`src/wpdc_pkg.sv`:
```
// ----------------------------------------------------------------------------
// wpdc_pkg
// Types and constants shared by the word packet deframer with 16-bit sum.
// ----------------------------------------------------------------------------
package wpdc_pkg;

	localparam int WORD_W            = 16;
	localparam int CTRL_W            = 8;
	localparam int COUNT_W           = 6;
	localparam int INDEX_W           = 5;
	localparam int PIDX_W            = 4;
	localparam int CFG_INDEX_W       = 1;
	localparam int CFG_DATA_W        = 8;
	localparam int MAX_PAYLOAD_WORDS = 16;

	localparam logic [CTRL_W-1:0]  HEADER_RESET = 8'h00;
	localparam logic [COUNT_W-1:0] LIMIT_RESET  = 6'd30;

	typedef enum logic [CFG_INDEX_W-1:0] {
		REG_HEADER_BYTE  = 1'b0,
		REG_LENGTH_LIMIT = 1'b1
	} cfg_reg_t;

	typedef enum logic [1:0] {
		PH_HEADER  = 2'd0,
		PH_COUNT   = 2'd1,
		PH_PAYLOAD = 2'd2,
		PH_CHECK   = 2'd3
	} phase_t;

	typedef struct packed {
		logic              payload_valid;
		logic [PIDX_W-1:0] payload_index;
		logic [WORD_W-1:0] payload_data;
		logic              packet_ok;
		logic              length_reject;
		logic [CTRL_W-1:0] control_byte;
		logic [WORD_W-1:0] header_misses;
	} result_t;

endpackage

```
`src/wpdc_if.sv`:
```
// ----------------------------------------------------------------------------
// wpdc_if
// Valid/ready channels for received words and for frame results.
// ----------------------------------------------------------------------------
interface wpdc_rx_if;
	logic        valid;
	logic        ready;
	logic [15:0] rx_word;

	modport source (output valid, output rx_word, input ready);
	modport sink (input valid, input rx_word, output ready);
endinterface

interface wpdc_res_if;
	logic        valid;
	logic        ready;
	logic        payload_valid;
	logic [3:0]  payload_index;
	logic [15:0] payload_data;
	logic        packet_ok;
	logic        length_reject;
	logic [7:0]  control_byte;
	logic [15:0] header_misses;

	modport source (
		output valid, output payload_valid, output payload_index, output payload_data,
		output packet_ok, output length_reject, output control_byte,
		output header_misses, input ready
	);
	modport sink (
		input valid, input payload_valid, input payload_index, input payload_data,
		input packet_ok, input length_reject, input control_byte,
		input header_misses, output ready
	);
endinterface

```
`src/word_packet_deframer_checksum_top.sv`:
```
// ----------------------------------------------------------------------------
// word_packet_deframer_checksum_top
// Deframes header/count/payload/checksum word packets with a 16-bit sum.
// ----------------------------------------------------------------------------
//  channel   dir   transfer payload
//  rx        in    rx_word
//  res       out   payload_valid/index/data, packet_ok, length_reject,
//                  control_byte, header_misses
//  cfg       in    cfg_we, cfg_index, cfg_data (no read-back)
//
// one word per clock while rx.ready is high; each transfer gives one result
// in the next cycle from the result register, set by the frame state update
// arst_n clears the frame state, the miss count and the result valid flag
// rx.ready drops only while a held result is not taken
module word_packet_deframer_checksum_top import wpdc_pkg::*; (
	input  logic                   clk,
	input  logic                   arst_n,
	input  logic                   cfg_we,
	input  logic [CFG_INDEX_W-1:0] cfg_index,
	input  logic [CFG_DATA_W-1:0]  cfg_data,
	wpdc_rx_if.sink                rx,
	wpdc_res_if.source             res
);

	logic    step;
	logic    in_ready;
	result_t result;

	assign rx.ready = in_ready;
	assign step     = rx.valid && in_ready;

	wpdc_core u_core (
		.clk       (clk),
		.arst_n    (arst_n),
		.cfg_we    (cfg_we),
		.cfg_index (cfg_index),
		.cfg_data  (cfg_data),
		.step      (step),
		.rx_word   (rx.rx_word),
		.result    (result)
	);

	wpdc_out_reg u_out_reg (
		.clk      (clk),
		.arst_n   (arst_n),
		.load     (step),
		.din      (result),
		.in_ready (in_ready),
		.res      (res)
	);

	a_stall_blocks_rx: assert property (@(posedge clk) disable iff (!arst_n)
		(res.valid && !res.ready) |-> !rx.ready)
		else $error("word taken while result is stalled");

	a_transfer_gives_result: assert property (@(posedge clk) disable iff (!arst_n)
		(rx.valid && rx.ready) |=> res.valid)
		else $error("accepted word gave no result");

	a_flags_exclusive: assert property (@(posedge clk) disable iff (!arst_n)
		res.valid |-> $onehot0({res.payload_valid, res.packet_ok, res.length_reject}))
		else $error("more than one frame flag set");

endmodule

```
`src/wpdc_core.sv`:
```
// ----------------------------------------------------------------------------
// wpdc_core
// Frame state, configuration registers and the per-word update logic.
// ----------------------------------------------------------------------------
module wpdc_core import wpdc_pkg::*; (
	input  logic                   clk,
	input  logic                   arst_n,
	input  logic                   cfg_we,
	input  logic [CFG_INDEX_W-1:0] cfg_index,
	input  logic [CFG_DATA_W-1:0]  cfg_data,
	input  logic                   step,
	input  logic [WORD_W-1:0]      rx_word,
	output result_t                result
);

	phase_t              phase_q, phase_d;
	logic [CTRL_W-1:0]   header_q;
	logic [COUNT_W-1:0]  limit_q;
	logic [CTRL_W-1:0]   ctrl_q, ctrl_d;
	logic [COUNT_W-1:0]  count_q, count_d;
	logic [INDEX_W-1:0]  index_q, index_d;
	logic [WORD_W-1:0]   sum_q, sum_d;
	logic [WORD_W-1:0]   miss_q, miss_d;

	logic                hit;
	logic                too_long;
	logic [INDEX_W-1:0]  index_inc;
	logic [WORD_W-1:0]   sum_add;

	assign hit       = (rx_word[CTRL_W-1:0] == header_q);
	// whole count word against the limit
	assign too_long  = (rx_word > {{(WORD_W-COUNT_W){1'b0}}, limit_q});
	assign index_inc = index_q + INDEX_W'(1);
	assign sum_add   = sum_q + rx_word;

	always_comb begin
		case (phase_q)
			PH_HEADER: begin
				phase_d = hit ? PH_COUNT : PH_HEADER;
			end
			PH_COUNT: begin
				if (too_long) begin
					phase_d = PH_HEADER;
				end else if (rx_word[COUNT_W-1:0] == '0) begin
					phase_d = PH_CHECK;
				end else begin
					phase_d = PH_PAYLOAD;
				end
			end
			PH_PAYLOAD: begin
				phase_d = (index_inc >= count_q[COUNT_W-1:1]) ? PH_CHECK : PH_PAYLOAD;
			end
			default: begin
				phase_d = PH_HEADER;
			end
		endcase
	end

	always_comb begin
		ctrl_d  = ctrl_q;
		count_d = count_q;
		index_d = index_q;
		sum_d   = sum_q;
		miss_d  = miss_q;
		result  = '0;
		case (phase_q)
			PH_HEADER: begin
				if (hit) begin
					index_d = '0;
					ctrl_d  = rx_word[WORD_W-1:CTRL_W];
					sum_d   = rx_word;
				end else begin
					miss_d = miss_q + WORD_W'(1);
				end
			end
			PH_COUNT: begin
				if (too_long) begin
					ctrl_d               = '0;
					sum_d                = '0;
					result.length_reject = 1'b1;
				end else begin
					count_d = rx_word[COUNT_W-1:0];
					sum_d   = sum_add;
				end
			end
			PH_PAYLOAD: begin
				// overlong words are summed but not shown
				if (32'(index_q) < MAX_PAYLOAD_WORDS) begin
					result.payload_valid = 1'b1;
					result.payload_index = index_q[PIDX_W-1:0];
					result.payload_data  = rx_word;
				end
				sum_d   = sum_add;
				index_d = index_inc;
			end
			default: begin
				result.packet_ok = (rx_word == sum_q);
			end
		endcase
		result.control_byte  = ctrl_d;
		result.header_misses = miss_d;
	end

	always_ff @(posedge clk or negedge arst_n) begin
		if (!arst_n) begin
			header_q <= HEADER_RESET;
			limit_q  <= LIMIT_RESET;
		end else if (cfg_we) begin
			case (cfg_reg_t'(cfg_index))
				REG_HEADER_BYTE:  header_q <= cfg_data;
				REG_LENGTH_LIMIT: limit_q  <= cfg_data[COUNT_W-1:0];
				default: ;
			endcase
		end
	end

	always_ff @(posedge clk or negedge arst_n) begin
		if (!arst_n) begin
			phase_q <= PH_HEADER;
			ctrl_q  <= '0;
			count_q <= '0;
			index_q <= '0;
			sum_q   <= '0;
			miss_q  <= '0;
		end else if (step) begin
			phase_q <= phase_d;
			ctrl_q  <= ctrl_d;
			count_q <= count_d;
			index_q <= index_d;
			sum_q   <= sum_d;
			miss_q  <= miss_d;
		end
	end

endmodule

```
`src/wpdc_out_reg.sv`:
```
// ----------------------------------------------------------------------------
// wpdc_out_reg
// Result register that parts the result channel from the word channel.
// ----------------------------------------------------------------------------
module wpdc_out_reg import wpdc_pkg::*; (
	input  logic        clk,
	input  logic        arst_n,
	input  logic        load,
	input  result_t     din,
	output logic        in_ready,
	wpdc_res_if.source  res
);

	logic    valid_q;
	result_t data_q;

	// a new result may enter when the held one leaves in the same cycle
	assign in_ready = !valid_q || res.ready;

	always_ff @(posedge clk or negedge arst_n) begin
		if (!arst_n) begin
			valid_q <= 1'b0;
		end else if (load) begin
			valid_q <= 1'b1;
		end else if (res.ready) begin
			valid_q <= 1'b0;
		end
	end

	always_ff @(posedge clk) begin
		if (load) begin
			data_q <= din;
		end
	end

	assign res.valid         = valid_q;
	assign res.payload_valid = data_q.payload_valid;
	assign res.payload_index = data_q.payload_index;
	assign res.payload_data  = data_q.payload_data;
	assign res.packet_ok     = data_q.packet_ok;
	assign res.length_reject = data_q.length_reject;
	assign res.control_byte  = data_q.control_byte;
	assign res.header_misses = data_q.header_misses;

endmodule

```
`src/flat_wrapper.sv`:
```
// flat-port wrapper written by rule: the top's interface ports become plain ports
module word_packet_deframer_checksum_top_flat import wpdc_pkg::*;
  (clk, arst_n, cfg_we, cfg_index, cfg_data, rx_valid, rx_rx_word, rx_ready, res_valid, res_payload_valid, res_payload_index, res_payload_data, res_packet_ok, res_length_reject, res_control_byte, res_header_misses, res_ready);
  wpdc_rx_if rx_i ();
  wpdc_res_if res_i ();
  input  logic clk;
  input  logic arst_n;
  input  logic cfg_we;
  input  logic [CFG_INDEX_W-1:0] cfg_index;
  input  logic [CFG_DATA_W-1:0] cfg_data;
  input wire logic [$bits(rx_i.valid)-1:0] rx_valid;
  input wire logic [$bits(rx_i.rx_word)-1:0] rx_rx_word;
  output wire logic [$bits(rx_i.ready)-1:0] rx_ready;
  output wire logic [$bits(res_i.valid)-1:0] res_valid;
  output wire logic [$bits(res_i.payload_valid)-1:0] res_payload_valid;
  output wire logic [$bits(res_i.payload_index)-1:0] res_payload_index;
  output wire logic [$bits(res_i.payload_data)-1:0] res_payload_data;
  output wire logic [$bits(res_i.packet_ok)-1:0] res_packet_ok;
  output wire logic [$bits(res_i.length_reject)-1:0] res_length_reject;
  output wire logic [$bits(res_i.control_byte)-1:0] res_control_byte;
  output wire logic [$bits(res_i.header_misses)-1:0] res_header_misses;
  input wire logic [$bits(res_i.ready)-1:0] res_ready;
  assign rx_i.valid = rx_valid;
  assign rx_i.rx_word = rx_rx_word;
  assign rx_ready = rx_i.ready;
  assign res_valid = res_i.valid;
  assign res_payload_valid = res_i.payload_valid;
  assign res_payload_index = res_i.payload_index;
  assign res_payload_data = res_i.payload_data;
  assign res_packet_ok = res_i.packet_ok;
  assign res_length_reject = res_i.length_reject;
  assign res_control_byte = res_i.control_byte;
  assign res_header_misses = res_i.header_misses;
  assign res_i.ready = res_ready;
  word_packet_deframer_checksum_top u_core (.clk(clk), .arst_n(arst_n), .cfg_we(cfg_we), .cfg_index(cfg_index), .cfg_data(cfg_data), .rx(rx_i), .res(res_i));
endmodule
```
`config.mk`:
```
export PLATFORM = sky130hd
export DESIGN_NAME = word_packet_deframer_checksum_top_flat
export DESIGN_NICKNAME = d
export VERILOG_FILES = /design/src/wpdc_pkg.sv /design/src/wpdc_if.sv /design/src/word_packet_deframer_checksum_top.sv /design/src/wpdc_core.sv /design/src/wpdc_out_reg.sv /design/src/flat_wrapper.sv
export SDC_FILE = /design/constraint.sdc
export NUM_CORES = 1
export LEC_CHECK = 0
export ABC_AREA = 1
export ABC_CLOCK_PERIOD_IN_PS = 4200
export BUFFER_PORTS_ARGS = -buffer_cell sky130_fd_sc_hd__buf_2
export CORE_UTILIZATION = 55
export CTS_BUF_LIST = sky130_fd_sc_hd__clkbuf_4 sky130_fd_sc_hd__clkbuf_8
export DETAILED_ROUTE_END_ITERATION = 10
export PLACE_DENSITY = 0.79
export SLEW_MARGIN = 20
export SYNTH_ARGS = -nofsm -noshare
export SYNTH_HDL_FRONTEND = slang
export SYNTH_SLANG_ARGS = --single-unit
```
`constraint.sdc`:
```
create_clock -name clk -period 4.2 [get_ports clk]
set_input_delay 0.21 -clock clk [delete_from_list [all_inputs] [get_ports clk]]
set_output_delay 0.21 -clock clk [all_outputs]
set_load 0.005 [all_outputs]
```
==> metrics.md <==
| Metric | Value |
|---|---|
| Worst-path clk slew | `70 ps` |
| Cell mode on critical path | `nand2_1` |
| Top post-synthesis cells by area | `dfrtp_1 (23%), edfxtp_1 (21%), nand2_1 (16%)` |
| Post-CTS setup buffer count | `0` |
| Critical path type | `register to register` |
| Routability cong. | `around 0.9` |
| Syn Inst Count | `859` |
| CP Max Fanout | `16` |
| Max-cap viol count | `0` |
| Layout Area Growth over Synthesis | `13.5%` |
| Clk root buf | `clkbuf_8` |
| Synth Area in Adders | `0.0625` |
| CTS Buffer Depth | `2` |
| R2R Path End | `u_core.u_core.sum_q[9]` |
| CP endpoint kind | `register` |
| Drt drc | `0` |
| Bufs and invs on worst path | `2` |
| Top Ports | `79` |
| CTS sink count | `around 110` |
| P_leak | `approximately 3.8 nW` |
| Finished Core Util | `0.639` |
| Fin cells | `between 1000 and 1500` |
| # setup viols final | `0` |
| Worst r2r src | `u_core.u_core.limit_q[3]` |
| Hold_buf cts | `3` |
| Drt pass-1 iters | `5` |
| Largest net degree at the start of global routing | `48` |
| WHS Path Cells | `3` |
| Library cells used by synthesis | `37` |
| Average wire per standard cell | `roughly 13 µm` |
| Worst-Margin Slew | `between 800 and 900 ps` |
| CP delay by family, top | `simple AND/OR/NAND/NOR gates` |
| Post-Syn Area | `~6700 µm²` |
| Seq/Total Area, Yosys | `0.460` |
| CP Data Required Time | `approximately 4600 ps` |
| Share of layout cells above drive strength 1 | `0.141` |
| Hold EP | `u_core.u_core.limit_q[2]` |
| Fmax | `slightly above 400 MHz` |
| Critical Path Source | `u_core.u_core.limit_q[3]` |
| Seq cells post-synth | `around 110` |
| Final ANT Viol Nets | `0` |
| Complex-gate fraction of the synthesized area | `0.0703` |
| Num CTS Buffers | `17` |
| Status | `completed` |
| RSZ-0062 raised after global routing | `no` |
| Buffers on Ports | `78` |
| Final Skew | `around 8.5 ps` |
| Global-route wire length before repair | `around 25000 µm` |
| Initial antenna violation count | `0` |
| Die Area | `12700 µm²` |
| Setup TNS Final | `0 ps` |
| Worst r2r path cells | `13` |
| Crit path launch type | `register` |
| Detailed Route WL | `14800 µm` |
| DIE WIDTH | `113 µm` |
| Min Tclk post-route | `approximately 2500 ps` |
| Largest family of logic cells by synthesized area | `simple AND/OR/NAND/NOR gates` |
| Vias post-DR | `about 5800` |
| Hold Crit Start | `cfg_data[2]` |
| CTS tree | `yes` |
| Slew HR | `0.411` |
| Synth top area share | `0.234` |
| Critical Path Max Stage Delay | `540 ps` |
| # diodes | `0` |
| Critical-path cell list | `inv_1 > ha_1 > nand2_1 > inv_1 > nand2_1 > nand2_1 > nand2_1 > nand2_1 > nand2_1 > nand2_1 > nand2_1 > nand3_1 > a21oi_2` |
| Top_reg_cell synth | `dfrtp_1` |
| Die height | `113 µm` |
| YS warnings | `0` |
| Vias per std cell | `5.23` |
| Syn_nets | `just over 900` |
| XOR/XNOR Fraction of Synth Area | `0.0351` |
| Starting DRT DRC Count | `between 300 and 400` |
| Tightest Hold Check Type | `input port to register` |
| Power density cells | `approximately 630 nW/µm²` |
| Area post-placement | `7210 µm²` |
| Gr ovfl total | `0` |
| Simple-gate share of the synthesized area | `0.289` |
| Syn avg cell area | `roughly 8 µm²` |
| Nets | `1004` |
| Async S/R FF share, synth | `0.588` |
| Vias in the first global route | `approximately 5600` |
| Post-synthesis mux area share | `0.00335` |
| Area leader, netlist | `dfrtp_1` |
| Final Max Slew Viols | `0` |
| Peak supply drop | `~0.00038 V` |
| Gr usage total | `0.258` |
| Row count | `40` |
| Design Area, Final | `~7600 µm²` |
| Crit path DAT | `~2800 ps` |
| Starting density of the core | `0.563` |
| CP max-delay cell | `dfstp_2` |
| H-tree depth | `4` |
| Core Area | `between 10000 and 15000 µm²` |
| Flop2flop setup slack | `1720 ps` |
| HPWL Detailed | `approximately 11000 µm` |
| Part of the cycle the worst path needs | `0.590` |
| Power Total | `around 0.0048 W` |
| Post_cts resized | `0` |
| Clock Latency Late Sink | `approximately 430 ps` |
| Number of flops mapped to enable cells by yosys | `47` |
| Final Hold Fails | `0` |
| DP Cell Count | `around 1100` |
==> where the power goes <==
| group | leakage, nW | internal (W) | switching [W] |
|---|---|---|---|
| Sequential | 1.32 | 0.00154 | 0.000231 |
| Combinational | 2.27 | 0.000726 | 0.00128 |
| Clock | 0.198 | 0.000606 | 0.000445 |
==> cell usage after synthesis, types with 3 or more instances <==
| cell | n |
|---|---|
| a21oi_1 | 44 |
| a21oi_2 | 6 |
| and2_1 | 6 |
| buf_2 | 4 |
| buf_4 | 3 |
| clkbuf_1 | 11 |
| dfrtp_1 | 63 |
| dfstp_2 | 4 |
| edfxtp_1 | 47 |
| ha_1 | 32 |
| inv_1 | 107 |
| nand2_1 | 288 |
| nand3_1 | 71 |
| nand4_1 | 3 |
| nor2_1 | 73 |
| nor3_1 | 8 |
| nor4_1 | 4 |
| o21ai_0 | 31 |
| o21ai_1 | 4 |
| or2_2 | 4 |
| xnor2_1 | 16 |
| xor2_1 | 11 |
==> layout by cell type, fill, tap and decap left out, types with 6 or more instances in the layout <==
master    instances
and2_1            6
ha_1             32
a21oi_1          44
nor3_1            8
a21oi_2           6
nand3_1          71
clkbuf_8         18
xor2_1           11
edfxtp_1         47
dfrtp_1          63
xnor2_1          16
nand2_1         288
nor2_1           73
o21ai_0          31
inv_1           106
buf_2            78
==> through the flow <==
stage	hold slack [ps]	setup slack, ps
floorplan	-85.6	2370
global placement	379	1810
detailed placement	382	1760
CTS	26.9	1730
global route	29.5	1450
finish	34.6	1720
==> metal layers <==
metal | track usage | share of wire | vias up
li1 | - | - | 2909
met1 | 0.314 | 0.44 | 2667
met2 | 0.439 | 0.50 | 145
met3 | 0.0664 | 0.046 | 29
met4 | 0.0996 | 0.020 | 0
met5 | 0 | 0 | -
==> area by class of cell <==
class	instances	area, µm²
multi-input combinational	614	3100
clock inverter	11	139
inverter	109	414
clock buffer	20	263
tap	147	184
timing repair buffer	85	450
fill	1049	4320
sequential	114	3090
==> registers in the layout, indices dropped and copies added (netlist names) <==
signal,cells
u_core.u_core.miss_q,16
u_core.u_core.count_q,5
u_core.u_core.ctrl_q,8
u_core.u_core.phase_q,2
u_core.u_out_reg.res.length_reject,1
u_core.u_core.sum_q,16
u_core.u_out_reg.res.control_byte,8
u_core.u_core.limit_q,6
u_core.u_out_reg.res.payload_index,4
u_core.u_core.index_q,5
u_core.u_out_reg.res.payload_data,16
u_core.u_out_reg.res.payload_valid,1
u_core.u_out_reg.res.valid,1
u_core.u_out_reg.res.header_misses,16
u_core.u_out_reg.res.packet_ok,1
u_core.u_core.header_q,8
==> logic make-up (layout without fill, tap and decap cells) <==
logic type	Yosys count	count (layout)
buffers and inverters	131	225
multiplexers	2	2
AO/OA/AOI/OAI	88	88
XOR/XNOR	27	27
flip-flops	114	114
AND/OR/NAND/NOR	464	464
adder cells (fa/ha/maj)	33	33
==> worst max path at each step <==
| stage | cells past startpoint | endpoint |
|---|---|---|
| finish | 13 | u_core.u_core.sum_q[9] |
| CTS | 13 | u_core.u_core.sum_q[5] |
| global placement | 13 | u_core.u_core.sum_q[5] |
| detailed placement | 13 | u_core.u_core.sum_q[6] |
| global route | 13 | u_core.u_core.sum_q[9] |
| floorplan | 11 | u_core.u_core.sum_q[10] |
==> tightest hold or removal path, stage by stage <==
cell and delay, ps:
buf_2 90, inv_1 60, o21ai_0 90
(Power assumes the default switching activity.)
